===== config.mk =====
export PLATFORM = sky130hd
export DESIGN_NAME = unicode_char_encoder_core
export DESIGN_NICKNAME = d
export VERILOG_FILES = /design/src/rtl/uce_pkg.sv /design/src/rtl/uce_front.sv /design/src/rtl/uce_queue.sv /design/src/rtl/uce_back.sv /design/src/rtl/unicode_char_encoder_core.sv
export SDC_FILE = /design/constraint.sdc
export NUM_CORES = 1
export LEC_CHECK = 0
export BUFFER_PORTS_ARGS = -buffer_cell sky130_fd_sc_hd__buf_2
export CAP_MARGIN = 30
export CORE_ASPECT_RATIO = 0.75
export CORE_MARGIN = 5
export CORE_UTILIZATION = 60
export CTS_BUF_LIST = sky130_fd_sc_hd__clkbuf_2
export DETAILED_ROUTE_END_ITERATION = 8
export GPL_TIMING_DRIVEN = 1
export HOLD_SLACK_MARGIN = 0.12
export PLACE_DENSITY = 0.86
export SETUP_SLACK_MARGIN = 0.02
export SLEW_MARGIN = 30
export SYNTH_ARGS = -nofsm -noshare
export SYNTH_HDL_FRONTEND = slang
export SYNTH_SLANG_ARGS = --single-unit

===== constraint.sdc =====
create_clock -name clk_i -period 3.5 [get_ports clk_i]
set_clock_uncertainty 0.2 [all_clocks]
set_input_delay 0.35 -clock clk_i [delete_from_list [all_inputs] [get_ports clk_i]]
set_output_delay 0.35 -clock clk_i [all_outputs]
set_load 0.005 [all_outputs]

===== src/rtl/uce_pkg.sv =====
// Package with the shared types, constants and the encoding function of the character encoder.
package uce_pkg;

  // Encoding mode codes held in the configuration register.
  typedef enum logic [1:0] {
    ModeLatin1  = 2'd0,
    ModeUtf8    = 2'd1,
    ModeUtf16Le = 2'd2,
    ModeUtf16Be = 2'd3
  } enc_mode_e;

  localparam int unsigned QueueDepthDefault = 4;
  localparam logic [7:0]  Latin1Replacement = 8'h3F;

  // One classified character: its bytes in emission order and the index of the last one.
  typedef struct packed {
    logic [3:0][7:0] bytes;
    logic [1:0]      last_idx;
  } enc_item_t;

  // Classification result of the front end.
  typedef struct packed {
    logic      keep;
    enc_item_t item;
  } enc_result_t;

  // Turns one code point into its byte run for the given mode.
  function automatic enc_result_t encode(logic [31:0] cp, enc_mode_e mode);
    enc_result_t r;
    r.keep          = 1'b1;
    r.item.bytes    = '0;
    r.item.last_idx = 2'd0;
    case (mode)
      ModeLatin1: begin
        r.item.bytes[0] = (cp[31:8] == '0) ? cp[7:0] : Latin1Replacement;
      end
      ModeUtf8: begin
        if (cp[31:7] == '0) begin
          r.item.bytes[0] = cp[7:0];
        end else if (cp[31:11] == '0) begin
          r.item.bytes[0]   = {3'b110, cp[10:6]};
          r.item.bytes[1]   = {2'b10, cp[5:0]};
          r.item.last_idx   = 2'd1;
        end else if (cp[31:16] == '0) begin
          r.item.bytes[0]   = {4'b1110, cp[15:12]};
          r.item.bytes[1]   = {2'b10, cp[11:6]};
          r.item.bytes[2]   = {2'b10, cp[5:0]};
          r.item.last_idx   = 2'd2;
        end else if (cp[31:21] == '0) begin
          r.item.bytes[0]   = {5'b11110, cp[20:18]};
          r.item.bytes[1]   = {2'b10, cp[17:12]};
          r.item.bytes[2]   = {2'b10, cp[11:6]};
          r.item.bytes[3]   = {2'b10, cp[5:0]};
          r.item.last_idx   = 2'd3;
        end else begin
          r.keep = 1'b0;
        end
      end
      ModeUtf16Le: begin
        r.item.bytes[0] = cp[7:0];
        r.item.bytes[1] = cp[15:8];
        r.item.last_idx = 2'd1;
      end
      ModeUtf16Be: begin
        r.item.bytes[0] = cp[15:8];
        r.item.bytes[1] = cp[7:0];
        r.item.last_idx = 2'd1;
      end
      default: begin
        r.keep = 1'b0;
      end
    endcase
    return r;
  endfunction

endpackage


===== src/rtl/uce_front.sv =====
// Front end: holds the mode register, accepts code points and classifies them into byte runs.
module uce_front (
  input  logic              clk_i,
  input  logic              rst_ni,
  input  logic              cfg_we_i,
  input  logic [1:0]        cfg_wdata_i,
  input  logic              push_i,
  input  logic [31:0]       code_point_i,
  input  logic              q_full_i,
  output logic              q_push_o,
  output uce_pkg::enc_item_t q_item_o
);
  import uce_pkg::*;

  enc_mode_e   mode_q, mode_d;
  enc_result_t res;

  // Mode register, written whenever the configuration port strobes.
  always_comb begin
    mode_d = mode_q;
    if (cfg_we_i) begin
      mode_d = enc_mode_e'(cfg_wdata_i);
    end
  end

  always_ff @(posedge clk_i or negedge rst_ni) begin
    if (!rst_ni) begin
      mode_q <= ModeLatin1;
    end else begin
      mode_q <= mode_d;
    end
  end

  // Classify the incoming code point; characters that encode to nothing are dropped here.
  assign res      = encode(code_point_i, mode_q);
  assign q_item_o = res.item;
  assign q_push_o = push_i && !q_full_i && res.keep;

endmodule


===== src/rtl/uce_queue.sv =====
// Short queue of classified characters between the front end and the back end.
module uce_queue #(
  parameter int unsigned QueueDepth = uce_pkg::QueueDepthDefault
) (
  input  logic               clk_i,
  input  logic               rst_ni,
  input  logic               push_i,
  input  uce_pkg::enc_item_t wdata_i,
  input  logic               pop_i,
  output uce_pkg::enc_item_t rdata_o,
  output logic               full_o,
  output logic               empty_o
);
  import uce_pkg::*;

  localparam int unsigned PtrW = $clog2(QueueDepth);
  localparam int unsigned CntW = $clog2(QueueDepth + 1);

  enc_item_t mem_q [QueueDepth];
  logic [PtrW-1:0] wptr_q, wptr_d, rptr_q, rptr_d;
  logic [CntW-1:0] cnt_q, cnt_d;
  logic do_push, do_pop;

  assign full_o  = (cnt_q == CntW'(QueueDepth));
  assign empty_o = (cnt_q == '0);
  assign do_push = push_i && !full_o;
  assign do_pop  = pop_i && !empty_o;
  assign rdata_o = mem_q[rptr_q];

  // Pointer and fill count update.
  always_comb begin
    wptr_d = wptr_q;
    rptr_d = rptr_q;
    cnt_d  = cnt_q;
    if (do_push) begin
      wptr_d = (wptr_q == PtrW'(QueueDepth - 1)) ? '0 : wptr_q + 1'b1;
    end
    if (do_pop) begin
      rptr_d = (rptr_q == PtrW'(QueueDepth - 1)) ? '0 : rptr_q + 1'b1;
    end
    if (do_push && !do_pop) begin
      cnt_d = cnt_q + 1'b1;
    end else if (do_pop && !do_push) begin
      cnt_d = cnt_q - 1'b1;
    end
  end

  always_ff @(posedge clk_i or negedge rst_ni) begin
    if (!rst_ni) begin
      wptr_q <= '0;
      rptr_q <= '0;
      cnt_q  <= '0;
    end else begin
      wptr_q <= wptr_d;
      rptr_q <= rptr_d;
      cnt_q  <= cnt_d;
    end
  end

  // Storage write.
  always_ff @(posedge clk_i) begin
    if (do_push) begin
      mem_q[wptr_q] <= wdata_i;
    end
  end

endmodule


===== src/rtl/uce_back.sv =====
// Back end: sends each queued character's bytes, one per cycle while popped, to the output register.
module uce_back (
  input  logic               clk_i,
  input  logic               rst_ni,
  input  logic               q_empty_i,
  input  uce_pkg::enc_item_t q_item_i,
  output logic               q_pop_o,
  input  logic               pop_i,
  output logic               empty_o,
  output logic [7:0]         out_byte_o,
  output logic               char_done_o
);
  import uce_pkg::*;

  enc_item_t  cur_q, cur_d;
  logic       cur_valid_q, cur_valid_d;
  logic [1:0] idx_q, idx_d;
  logic       out_valid_q, out_valid_d;
  logic [7:0] out_byte_q, out_byte_d;
  logic       done_q, done_d;
  logic       out_ld, is_last;

  assign is_last = (idx_q == cur_q.last_idx);
  assign out_ld  = cur_valid_q && (!out_valid_q || pop_i);
  assign q_pop_o = !q_empty_i && (!cur_valid_q || (out_ld && is_last));

  // Byte sequencing and output register control.
  always_comb begin
    cur_d       = cur_q;
    cur_valid_d = cur_valid_q;
    idx_d       = idx_q;
    out_valid_d = out_valid_q;
    out_byte_d  = out_byte_q;
    done_d      = done_q;
    if (pop_i && out_valid_q) begin
      out_valid_d = 1'b0;
    end
    if (out_ld) begin
      out_valid_d = 1'b1;
      out_byte_d  = cur_q.bytes[idx_q];
      done_d      = is_last;
      idx_d       = idx_q + 1'b1;
      if (is_last) begin
        cur_valid_d = 1'b0;
      end
    end
    if (q_pop_o) begin
      cur_d       = q_item_i;
      cur_valid_d = 1'b1;
      idx_d       = '0;
    end
  end

  always_ff @(posedge clk_i or negedge rst_ni) begin
    if (!rst_ni) begin
      cur_valid_q <= 1'b0;
      idx_q       <= '0;
      out_valid_q <= 1'b0;
    end else begin
      cur_valid_q <= cur_valid_d;
      idx_q       <= idx_d;
      out_valid_q <= out_valid_d;
    end
  end

  // Payload registers.
  always_ff @(posedge clk_i) begin
    cur_q      <= cur_d;
    out_byte_q <= out_byte_d;
    done_q     <= done_d;
  end

  assign empty_o     = !out_valid_q;
  assign out_byte_o  = out_byte_q;
  assign char_done_o = done_q;

endmodule


===== src/rtl/unicode_char_encoder_core.sv =====
// Character encoder top level: Latin-1, UTF-8 and UTF-16 byte output from code points.
// Path: a character is written into the queue, taken into the back end's current-character register,
// and its bytes then go in turn to the output byte register. Throughput: one output byte per cycle while
// the output is popped, as set by the single output byte register; the queue lets input run ahead meanwhile.
// Reset: asynchronous, clears the mode to Latin-1 and empties the queue and the output register.
module unicode_char_encoder_core #(
  parameter int unsigned QueueDepth = uce_pkg::QueueDepthDefault
) (
  input  logic        clk_i,
  input  logic        rst_ni,
  input  logic        cfg_we_i,
  input  logic [1:0]  cfg_wdata_i,
  input  logic        push,
  output logic        full,
  input  logic [31:0] code_point_i,
  output logic        empty,
  input  logic        pop,
  output logic [7:0]  out_byte_o,
  output logic        char_done_o
);
  import uce_pkg::*;

  logic      q_push, q_pop, q_full, q_empty;
  enc_item_t q_wdata, q_rdata;

  // Input side is stalled only by a full character queue.
  assign full = q_full;

  uce_front u_front (
    .clk_i        (clk_i),
    .rst_ni       (rst_ni),
    .cfg_we_i     (cfg_we_i),
    .cfg_wdata_i  (cfg_wdata_i),
    .push_i       (push),
    .code_point_i (code_point_i),
    .q_full_i     (q_full),
    .q_push_o     (q_push),
    .q_item_o     (q_wdata)
  );

  uce_queue #(
    .QueueDepth (QueueDepth)
  ) u_queue (
    .clk_i   (clk_i),
    .rst_ni  (rst_ni),
    .push_i  (q_push),
    .wdata_i (q_wdata),
    .pop_i   (q_pop),
    .rdata_o (q_rdata),
    .full_o  (q_full),
    .empty_o (q_empty)
  );

  uce_back u_back (
    .clk_i       (clk_i),
    .rst_ni      (rst_ni),
    .q_empty_i   (q_empty),
    .q_item_i    (q_rdata),
    .q_pop_o     (q_pop),
    .pop_i       (pop),
    .empty_o     (empty),
    .out_byte_o  (out_byte_o),
    .char_done_o (char_done_o)
  );

  // The front end never writes into a full queue.
  assert property (@(posedge clk_i) disable iff (!rst_ni) !(q_push && q_full))
    else $error("character queue written while full");

  // The back end never reads from an empty queue.
  assert property (@(posedge clk_i) disable iff (!rst_ni) !(q_pop && q_empty))
    else $error("character queue read while empty");

  // No result is offered in the cycle after reset is seen low.
  assert property (@(posedge clk_i) !rst_ni |=> empty)
    else $error("result offered during reset");

endmodule


Word-level counts from Yosys, hierarchy flattened

Memory sizes are Yosys's and may differ from the RTL's. A register that Yosys moved wholly into a read port is not among the register bits.
Cells that the tools add are included.

Bits in registers: 22
Bits in writable memories: 136
Word-level logic and storage cells: 87
Memories kept: 1

Memories:

| memory        | depth | width | read ports | clocked after Yosys merged registers in | write ports | RTL line        | RTL |
|---|---|---|---|---|---|---|---|
| u_queue.mem_q | 4     | 34    | 1          | 1                                       | 1           | uce_queue.sv:19 | `enc_item_t mem_q [QueueDepth];` |

Add/sub/neg operators: 5
$lt $le $gt $ge: 1
Equality and inequality tests: 7
Muxes and demuxes: 33
Reduce and logical (&&, ||, !) cells: 31

Operators with widths:

| kind                                                          | count |
|---|---|
| 34-bit 2-to-1 mux                                             | 5 |
| 17-bit 2-to-1 mux                                             | 2 |
| 8-bit case mux with 4 select lines                            | 1 |
| 26-bit 2-to-1 mux                                             | 1 |
| 25-bit zero test                                              | 1 |
| 25-bit 2-to-1 mux                                             | 1 |
| 24-bit zero test                                              | 1 |
| 8-bit 2-to-1 mux                                              | 3 |
| 8-bit case mux with 3 select lines                            | 1 |
| 21-bit zero test                                              | 1 |
| 18-bit 2-to-1 mux                                             | 1 |
| 8-bit binary-select mux with 2-bit select                     | 1 |
| 16-bit zero test                                              | 1 |
| 11-bit zero test                                              | 1 |
| 1-bit logical AND                                             | 10 |
| 2-bit 2-to-1 mux                                              | 5 |
| 9-bit 2-to-1 mux                                              | 1 |
| 2-bit equality test, second input constant                    | 4 |
| 1-bit 2-to-1 mux                                              | 8 |
| 2-bit nonzero test                                            | 4 |
| 2-bit by 1-bit adder with 2-bit output, second input constant | 3 |
| 1-bit zero test                                               | 6 |
| 3-bit 2-to-1 mux                                              | 2 |
| 2-bit case mux with 2 select lines                            | 1 |
| other kinds (11)                                              | 12 |

Depth between registers and ports, before layout

Word-level depth: 16
Mapped depth: 11
Depth with buffers taken out: 10

Cells and area by module

From an unflattened synthesis, not the netlist that was laid out.

Cells, all modules: 463
Area, all modules: 8174.1 sq um

Modules (own cells, without submodules):

| module    | instances | cells an instance | area each (sq um) |
|---|---|---|---|
| uce_queue | 1         | 215               | 5346.4 |
| uce_back  | 1         | 78                | 1724.2 |
| uce_front | 1         | 170               | 1103.6 |

Worst setup path before layout

OpenSTA, ideal clock, no wires.

Path kind: input-to-reg
From: input port code_point_i[21]
To: memory u_queue.mem_q[3][0] (netlist name), enable pin
Setup time: 0.392 ns
Data arrival time: 2.141 ns
Data required time: 2.908 ns
Slack: 0.767 ns
Cell stages on the path: 4
Buffers on the path: 0
Cell sequence: nor4_4 -> nand4_2 -> a211oi_2 -> and2_1

Longest elaborated chain between the ends: 10

RTL lines:

| item                                     | RTL line                        | RTL |
|---|---|---|
| start, declared                          | unicode_char_encoder_core.sv:15 | `input logic [31:0] code_point_i,` |
| 11-bit zero test                         | uce_pkg.sv:49                   | `end else if (cp[31:21] == '0) begin` |
| 1-bit 2-to-1 mux                         | uce_pkg.sv:49                   |  |
| 9-bit 2-to-1 mux                         | uce_pkg.sv:44                   | `end else if (cp[31:16] == '0) begin` |
| 17-bit 2-to-1 mux                        | uce_pkg.sv:40                   | `end else if (cp[31:11] == '0) begin` |
| 25-bit 2-to-1 mux *                      | uce_pkg.sv:38                   | `if (cp[31:7] == '0) begin` |
| 17-bit 2-to-1 mux *                      | uce_pkg.sv:33                   | `case (mode)` |
| 1-bit logical AND *                      | uce_front.sv:37                 | `assign q_push_o = push_i && !q_full_i && res.keep;` |
| 1-bit logical AND *                      | uce_queue.sv:26                 | `assign do_push = push_i && !full_o;` |
| named net u_queue.do_push                | uce_queue.sv:22                 | `logic do_push, do_pop;` |
| 1-bit 2-to-1 mux *                       | uce_queue.sv:62                 | `if (do_push) begin` |
| 1-bit 2-to-1 mux (implied by the code) * | uce_queue.sv:63                 | `mem_q[wptr_q] <= wdata_i;` |
| end, declared                            | uce_queue.sv:19                 |  |

Mark *: on every way through the listed nets, which the timed path passes. The rest lies on a longest branch.

==> flow_metrics.py <==
metrics = {
    "status": {
        "outcome": "complete, no violations",
    },
    "clock_tree": {
        "post_cts_buffers": 0,
        "root_buffer": "clkbuf_2",
        "postCtsResizedCells": 0,
        "path_clk_slew_ns": 0.29,
        "cts-buffers-inserted": 17,
        "clk_latency_ns": 0.74,
        "cts_tree": "yes",
        "clock_tree.buffer_depth": 2,
        "cts_hold_buffers": 46,
        "clkSinkCount": 182,
        "htreeDepth": 4,
    },
    "synthesis": {
        "async_reset_ff_frac": 0.0714,
        "ys_types": 54,
        "synth-edff-count": 169,
        "yosysWarnings": 0,
        "syn-num-nets": 491,
        "synth_compound_area_frac": 0.0546,
        "ys_seq_elements": 182,
        "synth_cells": 445,
        "synth-xor-area-share": 0.00789,
        "synth_fa_ha_area_frac": 0.0122,
        "synth-main-ff-cell": "edfxtp_1",
        "syn-cell-area_mm2": 0.00777,
        "synth_top_family_by_area": "multiplexers",
        "synth-simple-area-share": 0.0713,
        "yosysSeqAreaShare": 0.695,
        "synth.area.mux_share": 0.138,
        "synth_area_per_cell_um2": 17.5,
    },
    "floorplan": {
        "pin_count": 50,
        "core.rowCount": 36,
        "die_w_um": 141,
        "core_mm2": 0.0128,
        "initial_utilization": 0.605,
        "die_h_um": 109,
        "dieArea_mm2": 0.0153,
    },
    "global_route": {
        "grt_pass1_vias": 4539,
        "antenna_found_initial": 0,
        "grt_pass1_wl_mm": 25.6,
        "grt_usage": 0.227,
        "grt_max_degree": 35,
        "grt_remaining_overflow": 0,
    },
    "worst_hold_path": {
        "holdCritPathClass": "in -> reg",
    },
    "setup_path": {
        "startpoint_type": "primary input",
        "crit_path_end_kind": "flop",
        "crit_path_max_fanout": 16,
        "cp_data_arrival_time_ns": 3.89,
        "required_ns": 3.95,
        "crit_type": "in -> reg",
    },
    "placed_design": {
        "gp_congestion": 0.901,
        "dp_hpwl_mm": 10.3,
        "place.port_buffers": 49,
        "post_dp_cell_area_mm2": 0.00824,
    },
    "sta": {
        "fmax_mhz": 291,
        "drv_slew": 0,
        "rsz0062_at_grt": "false",
        "finalHoldViolCount": 0,
        "min_period_ns": 3.44,
        "finalSetupTns_ns": 0,
        "period_share": 0.982,
        "relSlewSlack": 0.532,
        "worstMarginPinSlew_ns": 0.703,
        "setup_viol": 0,
        "hold_slack_ns": 0.234,
    },
    "routing": {
        "drc": 0,
        "ant_nets": 0,
        "viasPerCell": 6.08,
        "routedWlPerCell_um": 21.9,
        "wl_mm": 16.1,
        "firstDrtPassIters": 5,
        "first_iter_violations": 339,
        "vias": 4463,
    },
    "finish": {
        "fillCellCount": 813,
        "final_core_util": 0.696,
        "stdcell_area_mm2": 0.00894,
        "n_antenna_cell": 0,
        "multi_input_area_mm2": 0.00221,
        "drive_gt1_frac": 0.286,
        "fin_nets": 596,
        "seqCellArea_mm2": 0.00540,
        "area_delta_synth_final_pct": 15.0,
    },
    "pwr": {
        "ir_worst_vdd_uv": 323,
        "leakagePower_uw": 0.00322,
        "power-per-cell-area_mw_per_mm2": 663,
        "power_uw": 5920,
    },
    "flow_run": {
        "maxCapViolations": 0,
    },
}
## worst max-delay path, cell delays in order
cell           delay (ns)
dlygate4sd3_1        0.53
buf_2                0.12
nor2_1               0.12
dlygate4sd3_1        0.60
nand4_2              0.15
dlygate4sd3_1        0.65
nor3_4               0.53
and2_1               0.24
dlygate4sd3_1        0.59
## kinds of logic (layout without fill, tap and decap cells)
family	Yosys count	in the layout
xor+xnor	7	7
buf+inv	36	154
simple gates	95	95
flops	182	182
fa+ha+maj	7	7
compound gates	61	61
mux	57	57
## Yosys cell counts, types with 4 or more instances
cell type | number | area, um^2
a21o_1 | 6 | 45.0
o2bb2ai_1 | 4 | 35.0
nor3_1 | 7 | 35.0
nand4_1 | 4 | 25.0
buf_2 | 7 | 35.0
nand2b_1 | 5 | 31.3
nor2_1 | 20 | 75.1
mux4_2 | 39 | 878
nand2_1 | 22 | 82.6
mux2_2 | 11 | 124
xor2_1 | 5 | 43.8
clkbuf_1 | 14 | 52.6
mux2i_1 | 7 | 70.1
and2_1 | 12 | 75.1
a31oi_1 | 5 | 31.3
dfrtp_1 | 13 | 325
inv_1 | 12 | 45.0
a21oi_1 | 8 | 40.0
a22o_1 | 7 | 61.3
edfxtp_1 | 169 | 5070
ha_1 | 6 | 75.1
o21ai_0 | 16 | 80.1
nand3_1 | 4 | 20.0
## where the power goes
group / switching [uW] / internal, uW / total, uW
Clock: 751 / 279 / 1030
Sequential: 207 / 3010 / 3220
Combinational: 855 / 821 / 1680
## metal layers
metal | up-vias | track usage | routed length, um
met5 | - | 0 | 0
met4 | 0 | 0.0555 | 127
met3 | 11 | 0.0641 | 1200
met2 | 223 | 0.354 | 7810
met1 | 2248 | 0.322 | 6940
li1 | 1981 | - | -
## cells in the final DEF, fill, tap and decap left out, types with 5 or more instances in the layout
master,n
a22o_1,7
buf_4,14
clkbuf_2,17
mux4_2,39
o21ai_0,16
nor2_1,20
a21oi_1,8
xor2_1,5
nor3_1,7
buf_2,49
inv_1,12
mux2_2,11
and2_1,12
dlygate4sd3_1,46
nand2b_1,5
edfxtp_1,169
ha_1,6
a21o_1,6
nand2_1,22
mux2i_1,7
dfrtp_1,12
a31oi_1,5
clkinv_4,5
## flip-flops by register name, indices dropped and copies added (netlist names)
register and count:
u_queue.rptr_q 2, u_back.char_done_o 1, u_back.cur_q 32, u_back.out_valid_q 1
u_queue.wptr_q 2, u_back.cur_valid_q 1, u_queue.cnt_q 3, u_back.out_byte_o 8
u_back.idx_q 2, u_front.mode_q 2, u_queue.mem_q 128
## final cells by class
type,count,share of cell area
Inverter,12,0.00504
Tap cell,171,0.0239
Clock inverter,15,0.0165
Multi-Input combinational cell,227,0.248
Clock buffer,17,0.00952
Timing Repair Buffer,110,0.0930
Sequential cell,182,0.604
## through the flow
stage / std cells / setup slack [ns]
detailed placement: 656 / 0.394
global placement: 656 / 0.604
floorplan: 445 / 0.767
CTS: 734 / 0.0952
finish: 734 / 0.0617
global route: 734 / 0.0341
## path summary, 6_finish.rpt
kind | startpoint | endpoint | slack, ns | cells after the start
max | code_point_i[25] | u_queue.mem_q[0][30] | 0.06 | 9
max reg2reg | u_front.mode_q[1] | u_queue.mem_q[1][25] | 0.42 | 7
min reg2reg | u_queue.cnt_q[2] | u_queue.cnt_q[2] | 0.35 | 1
min | code_point_i[21] | u_queue.mem_q[1][5] | 0.23 | 6
min in group asynchronous | rst_ni | u_back.idx_q[0] | 0.48 | 3
max in group asynchronous | rst_ni | u_queue.rptr_q[0] | 2.17 | 3
(Power assumes the default switching activity.)
